--- config.mk ---
export PLATFORM = sky130hd
export DESIGN_NAME = sprite_sheet_frame_sequencer_top_flat
export DESIGN_NICKNAME = d
export VERILOG_FILES = /design/src/rtl/sfs_pkg.sv /design/src/rtl/sfs_if.sv /design/src/rtl/sprite_sheet_frame_sequencer_top.sv /design/src/flat_wrapper.sv
export SDC_FILE = /design/constraint.sdc
export NUM_CORES = 2
export LEC_CHECK = 0
export ABC_CLOCK_PERIOD_IN_PS = 11200
export BUFFER_PORTS_ARGS = -buffer_cell sky130_fd_sc_hd__buf_2
export CAP_MARGIN = 0
export CORE_MARGIN = 10
export CORE_UTILIZATION = 57
export DETAILED_ROUTE_END_ITERATION = 12
export HOLD_SLACK_MARGIN = 0.15
export PLACE_DENSITY = 0.74
export SYNTH_ARGS = -nofsm -noshare
export SYNTH_HDL_FRONTEND = slang
export SYNTH_SLANG_ARGS = --single-unit
--- constraint.sdc ---
create_clock -name clk -period 11.2 [get_ports clk]
set_input_delay 0.56 -clock clk [delete_from_list [all_inputs] [get_ports clk]]
set_output_delay 0.56 -clock clk [all_outputs]
set_load 0.05 [all_outputs]
--- src/rtl/sfs_pkg.sv ---
// Shared types and constants for the sprite sheet frame sequencer.
// No dependencies; every other file in rtl/ imports this package.
`default_nettype none

package sfs_pkg;

  // Fixed-point UV format: unsigned Q1.16
  localparam int UV_FRAC_BITS = 16;
  localparam int UV_W         = UV_FRAC_BITS + 1;
  localparam logic [UV_W-1:0] UV_ONE = UV_W'(1) << UV_FRAC_BITS;

  // Field and register widths
  localparam int ACTION_W   = 2;
  localparam int DELTA_W    = 16;
  localparam int COUNT_W    = 7;
  localparam int TOTAL_W    = 2 * COUNT_W;
  localparam int INTERVAL_W = 24;
  localparam int PERIOD_W   = TOTAL_W + INTERVAL_W;
  localparam int CFG_IDX_W  = 2;
  localparam int CFG_DATA_W = INTERVAL_W;

  // Input action codes; code 3 is ignored
  typedef enum logic [ACTION_W-1:0] {
    ACT_TICK = 2'd0,
    ACT_PLAY = 2'd1,
    ACT_STOP = 2'd2
  } action_t;

  // Configuration register indexes
  typedef enum logic [CFG_IDX_W-1:0] {
    CFG_COLUMNS  = 2'd0,
    CFG_ROWS     = 2'd1,
    CFG_INTERVAL = 2'd2,
    CFG_LOOP     = 2'd3
  } cfg_reg_t;

  // Sequencer states
  typedef enum logic [3:0] {
    ST_IDLE,
    ST_EXEC,
    ST_PERIOD,
    ST_DIV,
    ST_POST,
    ST_REWIND,
    ST_MUL_U,
    ST_MUL_V,
    ST_DONE
  } state_t;

  // What the running division computes
  typedef enum logic [2:0] {
    DT_WRAP,
    DT_FRAME,
    DT_COLROW,
    DT_SCALE_U,
    DT_SCALE_V
  } div_tag_t;

endpackage

`default_nettype wire

--- src/rtl/sfs_if.sv ---
// Valid/ready channel interfaces for the sprite sheet frame sequencer.
// Depends on sfs_pkg for field widths.
`default_nettype none

interface sfs_in_if import sfs_pkg::*; ();
  logic                valid;
  logic                ready;
  logic [ACTION_W-1:0] action;
  logic [DELTA_W-1:0]  delta_time;

  modport source (output valid, action, delta_time, input ready);
  modport sink   (input valid, action, delta_time, output ready);
endinterface

interface sfs_out_if import sfs_pkg::*; ();
  logic            valid;
  logic            ready;
  logic [UV_W-1:0] u_scale;
  logic [UV_W-1:0] v_scale;
  logic [UV_W-1:0] u_offset;
  logic [UV_W-1:0] v_offset;
  logic            is_playing;
  logic            is_finished;

  modport source (output valid, u_scale, v_scale, u_offset, v_offset, is_playing,
                  is_finished, input ready);
  modport sink   (input valid, u_scale, v_scale, u_offset, v_offset, is_playing,
                  is_finished, output ready);
endinterface

`default_nettype wire

--- src/rtl/sprite_sheet_frame_sequencer_top.sv ---
// Sprite sheet frame sequencer: steps a UV transform through sheet frames.
// Depends on sfs_pkg and the channel interfaces in sfs_if.sv.
//
// Usage:
//   in_ch carries one transaction per command: a time tick with a delta, play or stop.
//   out_ch returns exactly one transaction per input: UV scale and offset in Q1.16
//   plus the playing and finished flags. The cfg_ port writes the sheet columns,
//   rows, frame interval and loop mode, one register per cycle with cfg_we high.
// Sequencing:
//   One item at a time. All divisions run through one restoring divider that
//   retires one quotient bit per cycle.
//   Ignored items and no-op commands skip the divider and go straight to the result.
//   A play or stop that changes the state runs two divisions on a valid sheet.
//   A live tick runs four (one-shot) or five (loop) divisions plus two
//   multiply steps; a one-shot tick past the last frame rewinds instead.
// Reset:
//   Synchronous, active low. Sheet is 1 x 1, interval 0, one-shot mode, stopped,
//   scales at 1.0 and offsets at 0.
// Stalls:
//   A finished result sits in the output register; the next input is taken
//   meanwhile, and the block holds its following result until out_ch.ready.
`default_nettype none

module sprite_sheet_frame_sequencer_top import sfs_pkg::*; #(
  parameter int ELAPSED_BITS = 40
) (
  input  wire logic                  clk,
  input  wire logic                  rst_n,
  sfs_in_if.sink                     in_ch,
  sfs_out_if.source                  out_ch,
  input  wire logic                  cfg_we,
  input  wire logic [CFG_IDX_W-1:0]  cfg_index,
  input  wire logic [CFG_DATA_W-1:0] cfg_data
);

  localparam int N     = ELAPSED_BITS;
  localparam int DV_W  = PERIOD_W;
  localparam int CNT_W = $clog2(ELAPSED_BITS + 1);

  // Control state
  state_t                state_r, state_nxt;
  logic                  out_valid_r, out_valid_nxt;
  logic                  play_r, play_nxt;
  logic                  fin_r, fin_nxt;
  logic [N-1:0]          elapsed_r, elapsed_nxt;
  logic [UV_W-1:0]       scale_u_r, scale_u_nxt;
  logic [UV_W-1:0]       scale_v_r, scale_v_nxt;
  logic [UV_W-1:0]       shift_u_r, shift_u_nxt;
  logic [UV_W-1:0]       shift_v_r, shift_v_nxt;
  logic [COUNT_W-1:0]    cols_r;
  logic [COUNT_W-1:0]    rows_r;
  logic [INTERVAL_W-1:0] intv_r;
  logic                  loop_r;

  // Payload and divider working registers
  logic [ACTION_W-1:0]   action_r, action_nxt;
  logic [DELTA_W-1:0]    delta_r, delta_nxt;
  logic [TOTAL_W-1:0]    total_r, total_nxt;
  logic [COUNT_W-1:0]    col_r, col_nxt;
  logic [COUNT_W-1:0]    row_r, row_nxt;
  logic [N-1:0]          dvd_r, dvd_nxt;
  logic [DV_W-1:0]       dvs_r, dvs_nxt;
  logic [DV_W-1:0]       rem_r, rem_nxt;
  logic [CNT_W-1:0]      cnt_r, cnt_nxt;
  div_tag_t              tag_r, tag_nxt;
  logic                  rew_r, rew_nxt;
  logic [UV_W-1:0]       o_u_scale_r, o_u_scale_nxt;
  logic [UV_W-1:0]       o_v_scale_r, o_v_scale_nxt;
  logic [UV_W-1:0]       o_u_offset_r, o_u_offset_nxt;
  logic [UV_W-1:0]       o_v_offset_r, o_v_offset_nxt;
  logic                  o_play_r, o_play_nxt;
  logic                  o_fin_r, o_fin_nxt;

  // Shared decisions
  logic                  sheet_ok;
  logic                  tick_go;
  logic                  out_free;
  logic                  frame_over;
  logic                  div_last;
  logic [DV_W:0]         trial;
  logic                  div_ge;
  logic [N:0]            sum_ext;
  logic [N-1:0]          elapsed_sat;
  logic [PERIOD_W-1:0]   period;

  assign sheet_ok    = (cols_r != '0) && (rows_r != '0);
  assign tick_go     = play_r && sheet_ok && (intv_r != '0) && (loop_r || !fin_r);
  assign out_free    = !out_valid_r || out_ch.ready;
  assign frame_over  = !loop_r && (dvd_r >= N'(total_r));
  assign div_last    = (cnt_r == CNT_W'(1));
  assign trial       = {rem_r, dvd_r[N-1]};
  assign div_ge      = (trial >= {1'b0, dvs_r});
  assign sum_ext     = {1'b0, elapsed_r} + (N+1)'(delta_r);
  assign elapsed_sat = sum_ext[N] ? '1 : sum_ext[N-1:0];
  assign period      = PERIOD_W'(total_r) * PERIOD_W'(intv_r);

  // Next state
  always_comb begin
    state_nxt = state_r;
    unique case (state_r)
      ST_IDLE:   if (in_ch.valid) state_nxt = ST_EXEC;
      ST_EXEC: begin
        case (action_r)
          ACT_TICK: state_nxt = tick_go ? ST_PERIOD : ST_DONE;
          ACT_PLAY: state_nxt = play_r ? ST_DONE : ST_REWIND;
          ACT_STOP: state_nxt = play_r ? ST_REWIND : ST_DONE;
          default:  state_nxt = ST_DONE;
        endcase
      end
      ST_PERIOD: state_nxt = ST_DIV;
      ST_DIV:    if (div_last) state_nxt = ST_POST;
      ST_POST: begin
        unique case (tag_r)
          DT_WRAP:    state_nxt = ST_DIV;
          DT_FRAME:   state_nxt = frame_over ? ST_REWIND : ST_DIV;
          DT_COLROW:  state_nxt = ST_DIV;
          DT_SCALE_U: state_nxt = ST_DIV;
          DT_SCALE_V: state_nxt = rew_r ? ST_DONE : ST_MUL_U;
          default:    state_nxt = ST_DONE;
        endcase
      end
      ST_REWIND: state_nxt = sheet_ok ? ST_DIV : ST_DONE;
      ST_MUL_U:  state_nxt = ST_MUL_V;
      ST_MUL_V:  state_nxt = ST_DONE;
      ST_DONE:   if (out_free) state_nxt = ST_IDLE;
      default:   state_nxt = ST_IDLE;
    endcase
  end

  // State machine outputs
  always_comb begin
    in_ch.ready = (state_r == ST_IDLE);
  end

  // Datapath next values
  always_comb begin
    logic            launch;
    logic [N-1:0]    l_dvd;
    logic [DV_W-1:0] l_dvs;
    div_tag_t        l_tag;

    launch         = 1'b0;
    l_dvd          = dvd_r;
    l_dvs          = dvs_r;
    l_tag          = tag_r;
    play_nxt       = play_r;
    fin_nxt        = fin_r;
    elapsed_nxt    = elapsed_r;
    scale_u_nxt    = scale_u_r;
    scale_v_nxt    = scale_v_r;
    shift_u_nxt    = shift_u_r;
    shift_v_nxt    = shift_v_r;
    action_nxt     = action_r;
    delta_nxt      = delta_r;
    total_nxt      = total_r;
    col_nxt        = col_r;
    row_nxt        = row_r;
    dvd_nxt        = dvd_r;
    dvs_nxt        = dvs_r;
    rem_nxt        = rem_r;
    cnt_nxt        = cnt_r;
    tag_nxt        = tag_r;
    rew_nxt        = rew_r;
    o_u_scale_nxt  = o_u_scale_r;
    o_v_scale_nxt  = o_v_scale_r;
    o_u_offset_nxt = o_u_offset_r;
    o_v_offset_nxt = o_v_offset_r;
    o_play_nxt     = o_play_r;
    o_fin_nxt      = o_fin_r;
    out_valid_nxt  = out_valid_r && !out_ch.ready;

    unique case (state_r)
      // Capture the transaction
      ST_IDLE: begin
        if (in_ch.valid) begin
          action_nxt = in_ch.action;
          delta_nxt  = in_ch.delta_time;
        end
      end
      // Apply the command to the flags and elapsed time
      ST_EXEC: begin
        case (action_r)
          ACT_TICK: begin
            if (tick_go) begin
              elapsed_nxt = elapsed_sat;
              total_nxt   = TOTAL_W'(cols_r) * TOTAL_W'(rows_r);
            end
          end
          ACT_PLAY: begin
            if (!play_r) begin
              play_nxt    = 1'b1;
              elapsed_nxt = '0;
              fin_nxt     = 1'b0;
            end
          end
          ACT_STOP: begin
            if (play_r) play_nxt = 1'b0;
          end
          default: ;
        endcase
      end
      // Reduce by the period in loop mode, else go straight to the frame
      ST_PERIOD: begin
        launch = 1'b1;
        l_dvd  = elapsed_r;
        if (loop_r) begin
          l_dvs = period;
          l_tag = DT_WRAP;
        end else begin
          l_dvs = DV_W'(intv_r);
          l_tag = DT_FRAME;
        end
      end
      // One restoring step: shift in a dividend bit, subtract if it fits
      ST_DIV: begin
        dvd_nxt = {dvd_r[N-2:0], div_ge};
        rem_nxt = div_ge ? DV_W'(trial - {1'b0, dvs_r}) : trial[DV_W-1:0];
        cnt_nxt = cnt_r - CNT_W'(1);
      end
      // Consume the quotient and remainder, launch the next division if there is one
      ST_POST: begin
        unique case (tag_r)
          DT_WRAP: begin
            elapsed_nxt = N'(rem_r);
            launch      = 1'b1;
            l_dvd       = N'(rem_r);
            l_dvs       = DV_W'(intv_r);
            l_tag       = DT_FRAME;
          end
          DT_FRAME: begin
            if (frame_over) begin
              fin_nxt  = 1'b1;
              play_nxt = 1'b0;
            end else begin
              launch = 1'b1;
              l_dvd  = dvd_r;
              l_dvs  = DV_W'(cols_r);
              l_tag  = DT_COLROW;
            end
          end
          DT_COLROW: begin
            col_nxt = rem_r[COUNT_W-1:0];
            row_nxt = dvd_r[COUNT_W-1:0];
            rew_nxt = 1'b0;
            launch  = 1'b1;
            l_dvd   = N'(UV_ONE);
            l_dvs   = DV_W'(cols_r);
            l_tag   = DT_SCALE_U;
          end
          DT_SCALE_U: begin
            scale_u_nxt = dvd_r[UV_W-1:0];
            launch      = 1'b1;
            l_dvd       = N'(UV_ONE);
            l_dvs       = DV_W'(rows_r);
            l_tag       = DT_SCALE_V;
          end
          DT_SCALE_V: begin
            scale_v_nxt = dvd_r[UV_W-1:0];
          end
          default: ;
        endcase
      end
      // Rewind: offsets to zero, scales from the sheet size
      ST_REWIND: begin
        shift_u_nxt = '0;
        shift_v_nxt = '0;
        if (sheet_ok) begin
          rew_nxt = 1'b1;
          launch  = 1'b1;
          l_dvd   = N'(UV_ONE);
          l_dvs   = DV_W'(cols_r);
          l_tag   = DT_SCALE_U;
        end else begin
          scale_u_nxt = UV_ONE;
          scale_v_nxt = UV_ONE;
        end
      end
      ST_MUL_U: shift_u_nxt = UV_W'(UV_W'(col_r) * scale_u_r);
      ST_MUL_V: shift_v_nxt = UV_W'(UV_W'(row_r) * scale_v_r);
      // Load the output register once it is free
      ST_DONE: begin
        if (out_free) begin
          out_valid_nxt  = 1'b1;
          o_u_scale_nxt  = scale_u_r;
          o_v_scale_nxt  = scale_v_r;
          o_u_offset_nxt = shift_u_r;
          o_v_offset_nxt = shift_v_r;
          o_play_nxt     = play_r;
          o_fin_nxt      = fin_r;
        end
      end
      default: ;
    endcase

    if (launch) begin
      dvd_nxt = l_dvd;
      dvs_nxt = l_dvs;
      rem_nxt = '0;
      cnt_nxt = CNT_W'(N);
      tag_nxt = l_tag;
    end
  end

  // Control registers and configuration
  always_ff @(posedge clk) begin
    if (!rst_n) begin
      state_r     <= ST_IDLE;
      out_valid_r <= 1'b0;
      play_r      <= 1'b0;
      fin_r       <= 1'b0;
      elapsed_r   <= '0;
      scale_u_r   <= UV_ONE;
      scale_v_r   <= UV_ONE;
      shift_u_r   <= '0;
      shift_v_r   <= '0;
      cols_r      <= COUNT_W'(1);
      rows_r      <= COUNT_W'(1);
      intv_r      <= '0;
      loop_r      <= 1'b0;
    end else begin
      state_r     <= state_nxt;
      out_valid_r <= out_valid_nxt;
      play_r      <= play_nxt;
      fin_r       <= fin_nxt;
      elapsed_r   <= elapsed_nxt;
      scale_u_r   <= scale_u_nxt;
      scale_v_r   <= scale_v_nxt;
      shift_u_r   <= shift_u_nxt;
      shift_v_r   <= shift_v_nxt;
      if (cfg_we) begin
        unique case (cfg_reg_t'(cfg_index))
          CFG_COLUMNS:  cols_r <= cfg_data[COUNT_W-1:0];
          CFG_ROWS:     rows_r <= cfg_data[COUNT_W-1:0];
          CFG_INTERVAL: intv_r <= cfg_data[INTERVAL_W-1:0];
          CFG_LOOP:     loop_r <= cfg_data[0];
        endcase
      end
    end
  end

  // Payload and divider registers
  always_ff @(posedge clk) begin
    action_r     <= action_nxt;
    delta_r      <= delta_nxt;
    total_r      <= total_nxt;
    col_r        <= col_nxt;
    row_r        <= row_nxt;
    dvd_r        <= dvd_nxt;
    dvs_r        <= dvs_nxt;
    rem_r        <= rem_nxt;
    cnt_r        <= cnt_nxt;
    tag_r        <= tag_nxt;
    rew_r        <= rew_nxt;
    o_u_scale_r  <= o_u_scale_nxt;
    o_v_scale_r  <= o_v_scale_nxt;
    o_u_offset_r <= o_u_offset_nxt;
    o_v_offset_r <= o_v_offset_nxt;
    o_play_r     <= o_play_nxt;
    o_fin_r      <= o_fin_nxt;
  end

  // Drive the result channel
  assign out_ch.valid       = out_valid_r;
  assign out_ch.u_scale     = o_u_scale_r;
  assign out_ch.v_scale     = o_v_scale_r;
  assign out_ch.u_offset    = o_u_offset_r;
  assign out_ch.v_offset    = o_v_offset_r;
  assign out_ch.is_playing  = o_play_r;
  assign out_ch.is_finished = o_fin_r;

  // Playback and finished never hold together
  a_flags_exclusive: assert property (@(posedge clk) disable iff (!rst_n)
    !(play_r && fin_r))
    else $error("playing and finished flags both set");

  // An accepted transaction starts execution on the next cycle
  a_accept_exec: assert property (@(posedge clk) disable iff (!rst_n)
    (in_ch.valid && in_ch.ready) |=> (state_r == ST_EXEC))
    else $error("accepted transaction did not start");

  // The divider never runs with an exhausted step count
  a_div_count: assert property (@(posedge clk) disable iff (!rst_n)
    (state_r == ST_DIV) |-> (cnt_r != '0))
    else $error("divider step count ran out");

  // A finished result reaches the output register when it is free
  a_result_load: assert property (@(posedge clk) disable iff (!rst_n)
    (state_r == ST_DONE && out_free) |=> (out_valid_r && state_r == ST_IDLE))
    else $error("result not loaded into output register");

endmodule

`default_nettype wire

--- src/flat_wrapper.sv ---
// flat-port wrapper written by rule: the top's interface ports become plain ports
module sprite_sheet_frame_sequencer_top_flat import sfs_pkg::*;
#(
  parameter int ELAPSED_BITS = 40
)
  (clk, rst_n, cfg_we, cfg_index, cfg_data, in_ch_valid, in_ch_action, in_ch_delta_time, in_ch_ready, out_ch_valid, out_ch_u_scale, out_ch_v_scale, out_ch_u_offset, out_ch_v_offset, out_ch_is_playing, out_ch_is_finished, out_ch_ready);
  sfs_in_if in_ch_i ();
  sfs_out_if out_ch_i ();
  input  wire logic clk;
  input  wire logic rst_n;
  input  wire logic cfg_we;
  input  wire logic [CFG_IDX_W-1:0] cfg_index;
  input  wire logic [CFG_DATA_W-1:0] cfg_data;
  input wire logic [$bits(in_ch_i.valid)-1:0] in_ch_valid;
  input wire logic [$bits(in_ch_i.action)-1:0] in_ch_action;
  input wire logic [$bits(in_ch_i.delta_time)-1:0] in_ch_delta_time;
  output wire logic [$bits(in_ch_i.ready)-1:0] in_ch_ready;
  output wire logic [$bits(out_ch_i.valid)-1:0] out_ch_valid;
  output wire logic [$bits(out_ch_i.u_scale)-1:0] out_ch_u_scale;
  output wire logic [$bits(out_ch_i.v_scale)-1:0] out_ch_v_scale;
  output wire logic [$bits(out_ch_i.u_offset)-1:0] out_ch_u_offset;
  output wire logic [$bits(out_ch_i.v_offset)-1:0] out_ch_v_offset;
  output wire logic [$bits(out_ch_i.is_playing)-1:0] out_ch_is_playing;
  output wire logic [$bits(out_ch_i.is_finished)-1:0] out_ch_is_finished;
  input wire logic [$bits(out_ch_i.ready)-1:0] out_ch_ready;
  assign in_ch_i.valid = in_ch_valid;
  assign in_ch_i.action = in_ch_action;
  assign in_ch_i.delta_time = in_ch_delta_time;
  assign in_ch_ready = in_ch_i.ready;
  assign out_ch_valid = out_ch_i.valid;
  assign out_ch_u_scale = out_ch_i.u_scale;
  assign out_ch_v_scale = out_ch_i.v_scale;
  assign out_ch_u_offset = out_ch_i.u_offset;
  assign out_ch_v_offset = out_ch_i.v_offset;
  assign out_ch_is_playing = out_ch_i.is_playing;
  assign out_ch_is_finished = out_ch_i.is_finished;
  assign out_ch_i.ready = out_ch_ready;
  sprite_sheet_frame_sequencer_top #(.ELAPSED_BITS(ELAPSED_BITS)) u_core (.clk(clk), .rst_n(rst_n), .in_ch(in_ch_i), .out_ch(out_ch_i), .cfg_we(cfg_we), .cfg_index(cfg_index), .cfg_data(cfg_data));
endmodule
==> out/qor.csv <==
stage;metric;value;unit
clock_network;clock-pin slew on the worst setup and hold paths;0.07;ns
power_and_ir_drop;static leakage;17.81;nW
detailed_routing;DRC;0;
worst_setup_path;required time of the critical path;11.51;ns
clock_network;post_cts resized;0;
worst_setup_path;crit-path max cell delay;0.76;ns
worst_setup_path;critical-path maximum fanout;25;
worst_setup_path;CP startpoint;u_core.total_r[3];
timing;Fin Hold WS;0.1882;ns
synth;Cells after Synth;4051;
worst_setup_path;Slowest cell on crit path;edfxtp_1;
detailed_routing;Final ANT Viol Nets;0;
timing;Final min period;7.546;ns
power_and_ir_drop;sequential share of power;0.404;
floorplanning;Die Y;272.5;um
synth;Syn Std Cell Area;36340;sq um
worst_setup_path;crit-path leading delay family;adder cells;
final_layout;area of the multi-input gates;23630;sq um
global_route;Tot GR Track Use;0.2512;
power_and_ir_drop;PwrDens;105.1;nW/um^2
power_and_ir_drop;Int Power;0.002843;W
synth;Mean Syn Cell Area;8.972;sq um
worst_setup_path;Crit path top cell by count;fa_1;
power_and_ir_drop;Clk pwr share;0.409;
power_and_ir_drop;Switching Fraction;0.3122;
timing;Slew @ Worst Pin;1.177;ns
floorplanning;Die Wd;272.5;um
clock_network;clk_lat worst skew;0.64;ns
clock_network;TritonCTS clock tree;done;
global_route;vias in the first global route;29135;
timing;clk_skew;0.05069;ns
power_and_ir_drop;Sw Pwr;0.001290;W
clock_network;CTS Buf Count;49;
place;routability cong.;0.9372;
timing;unrepaired setup endpoints after global routing;no;
synth;Yosys cell types;76;
worst_setup_path;critical path startpoint category;flop;
timing;Final setup viols;0;
synth;syn nets;4751;
detailed_routing;DR WL/cell;18.78;um
clock_network;clock buffer depth;3;
synth;ys flop type;edfxtp_1;
timing;max_slew headroom;0.2143;
power_and_ir_drop;Max IR drop VDD;0.0001306;V
final_layout;most common cell after layout, fill and taps aside;nand2_1;
timing;Max Clock Freq;132.5;MHz
power_and_ir_drop;Combinational Power Share;0.187;
clock_network;htree depth;2;
worst_setup_path;critical-path cell list;and2_1, fa_1, inv_1, fa_1, inv_1, fa_1, fa_1, fa_1, inv_1, fa_1, inv_1, ha_1, nand3_1, nor4_1, o31ai_1, a31oi_1, a211o_1, o22ai_2, o21ai_1, a211oi_1, xnor2_1, nor2_1;
worst_setup_path;critical path class;reg2reg;
worst_setup_path;worst path bufs/invs;4;
synth;Synth Register Bits;396;
synth;Seq/Total Area, Yosys;0.2727;
floorplanning;Std-Cell Rows;92;
place;post-DP HPWL;67020;um
worst_setup_path;worst reg2reg startpoint;u_core.total_r[3];
worst_setup_path;crit path DAT;7.85;ns
timing;Hold Vio Cnt, Final;0;
timing;max-slew violation count;0;
synth;number of synthesized flops with an enable pin;198;
timing;final period utilization;0.6738;
global_route;initial antenna violation count;2;
final_layout;FILL cells;5394;
clock_network;CTS Root Cell;clkbuf_16;
synth;top cell type's share of synthesized area;0.2209;
detailed_routing;Via Count;28665;
detailed_routing;number of detailed-route iterations in the first pass;5;
detailed_routing;initial DRC count;2232;
final_layout;Register Area;9910;sq um
hold_path;HP Start;cfg_data[7];
synth;warnings from Yosys;0;
detailed_routing;Via density;5.806;
worst_setup_path;Critical Path Sink Type;flop;
final_layout;Area Growth Syn to Fin;8.162;%
synth;Area contributors post-synth;fa_1 (22%), edfxtp_1 (16%), dfxtp_1 (11%);
outcome;status;finished clean;
detailed_routing;drt total wl;92710;um
place;I/O Buffers;120;
timing;TNS Setup;0;ns
final_layout;share of cells above drive strength 1;0.06357;
floorplanning;Core Area;63080;sq um
synth;fraction of registers with async set/reset;0;
hold_path;HP Class;in2reg;
global_route;pin count of the biggest net entering global routing;86;
clock_network;clk sinks;396;
floorplanning;Initial Util;0.5762;
job;maxcap violations;0;
global_route;first-pass GRT wire length;152400;um
global_route;aggregate global routing overflow;0;
floorplanning;I/O pin total;121;
final_layout;Final nets;4749;
synth;post-synth top area cell;fa_1;
final_layout;highest-count cells in the layout ignoring fill and taps;nand2_1 (645), inv_1 (526), fa_1 (401);
floorplanning;Die ar.;74260;sq um
[worst paths after layout]
check                                                 end  slack (ns)  cells after the start
worst min-delay path                     u_core.intv_r[7]        0.19                      3
worst max register to register           u_core.dvs_r[37]        3.65                     22
worst max-delay path                     u_core.dvs_r[37]        3.65                     22
worst min register to register  u_core.out_ch.v_offset[2]        0.43                      0
[cell usage after synthesis (13+ instances only)]
library cell	count
a21o_1	57
o21ai_0	158
nor4_1	23
a22oi_1	41
nor2_1	155
o21a_1	26
nor2b_1	20
nand3_1	130
xnor2_1	87
a211oi_1	20
o21ai_1	27
a31oi_1	43
mux2i_1	28
ha_1	250
nand2_1	646
nand4_1	16
and2_1	240
a21oi_1	223
nand2b_1	20
o31ai_1	13
edfxtp_1	198
nor3_1	31
o21bai_1	17
dfxtp_1	198
fa_1	401
clkbuf_1	201
inv_1	526
and3_1	21
xor2_1	66
[routing by layer]
layer	global-route usage	up-vias	wire length, um
met4	0.1028	2	3780
met3	0.03616	217	5754
met2	0.4306	968	45700
met1	0.3155	14156	37460
li1	-	13322	-
met5	0	-	13
[per-stage QoR]
step / util / cells / instance area, sq um / total power [W] / worst slack (ns)
2_1_floorplan: - / 4051 / 36340 / 0.002254 / 4.716
5_1_grt: 0.6232 / 4937 / 39310 / 0.004316 / 3.193
4_1_cts: 0.6232 / 4936 / 39310 / 0.004160 / 3.756
3_3_place_gp: 0.5930 / 4826 / 37410 / 0.002449 / 3.964
6_report: 0.6232 / 4937 / 39310 / 0.004133 / 3.654
3_5_place_dp: 0.5930 / 4826 / 37410 / 0.002463 / 3.841
[sequential cells by signal (all words and copies together) (netlist names), 14 cells and up]
signal	flops
u_core.dvd_r	40
u_core.elapsed_r	40
u_core.dvs_r	38
u_core.rem_r	38
u_core.intv_r	24
u_core.out_ch.u_offset	17
u_core.out_ch.u_scale	17
u_core.out_ch.v_offset	17
u_core.out_ch.v_scale	17
u_core.scale_u_r	17
u_core.scale_v_r	17
u_core.shift_u_r	17
u_core.shift_v_r	17
u_core.delta_r	16
u_core.total_r	14
[power by group through the flow]
stage               logic [W]  registers (W)  clock network, W
floorplan            0.000532        0.00172                 0
global placement     0.000752        0.00170                 0
detailed placement   0.000766        0.00170                 0
CTS                  0.000778        0.00167           0.00172
global route         0.000871        0.00167           0.00177
finish               0.000774        0.00167           0.00169
[layout make-up]
cell class	instances	share of cell area
flip-flops and latches	396	0.2521
multi-input cells	2905	0.6010
well taps	846	0.02693
repair buffers	168	0.02559
clock buffers	52	0.03173
inverters	529	0.05057
diodes	1	0.00006366
clock inverters	40	0.01200
[tightest hold or removal path: cells and delay by family]
kind / cells / cell delay (ns)
buffers and inverters: 1 / 0.10
AND/OR/NAND/NOR: 1 / 0.06
AO/OA/AOI/OAI: 1 / 0.05
[cell families after synthesis]
group	share of synthesized area
multiplexers	0.007711
XOR/XNOR	0.03687
buffers and inverters	0.07825
adder cells (fa/ha/maj)	0.3069
AND/OR/NAND/NOR	0.1703
flip-flops	0.2727
AO/OA/AOI/OAI	0.1273
[what timing repair did]
item / in CTS / in global routing
setup buffers: 0 / 0
hold buffers: 18 / 0
endpoints found under the hold margin: 18 / 0
Power figures use the tool's default switching activity.
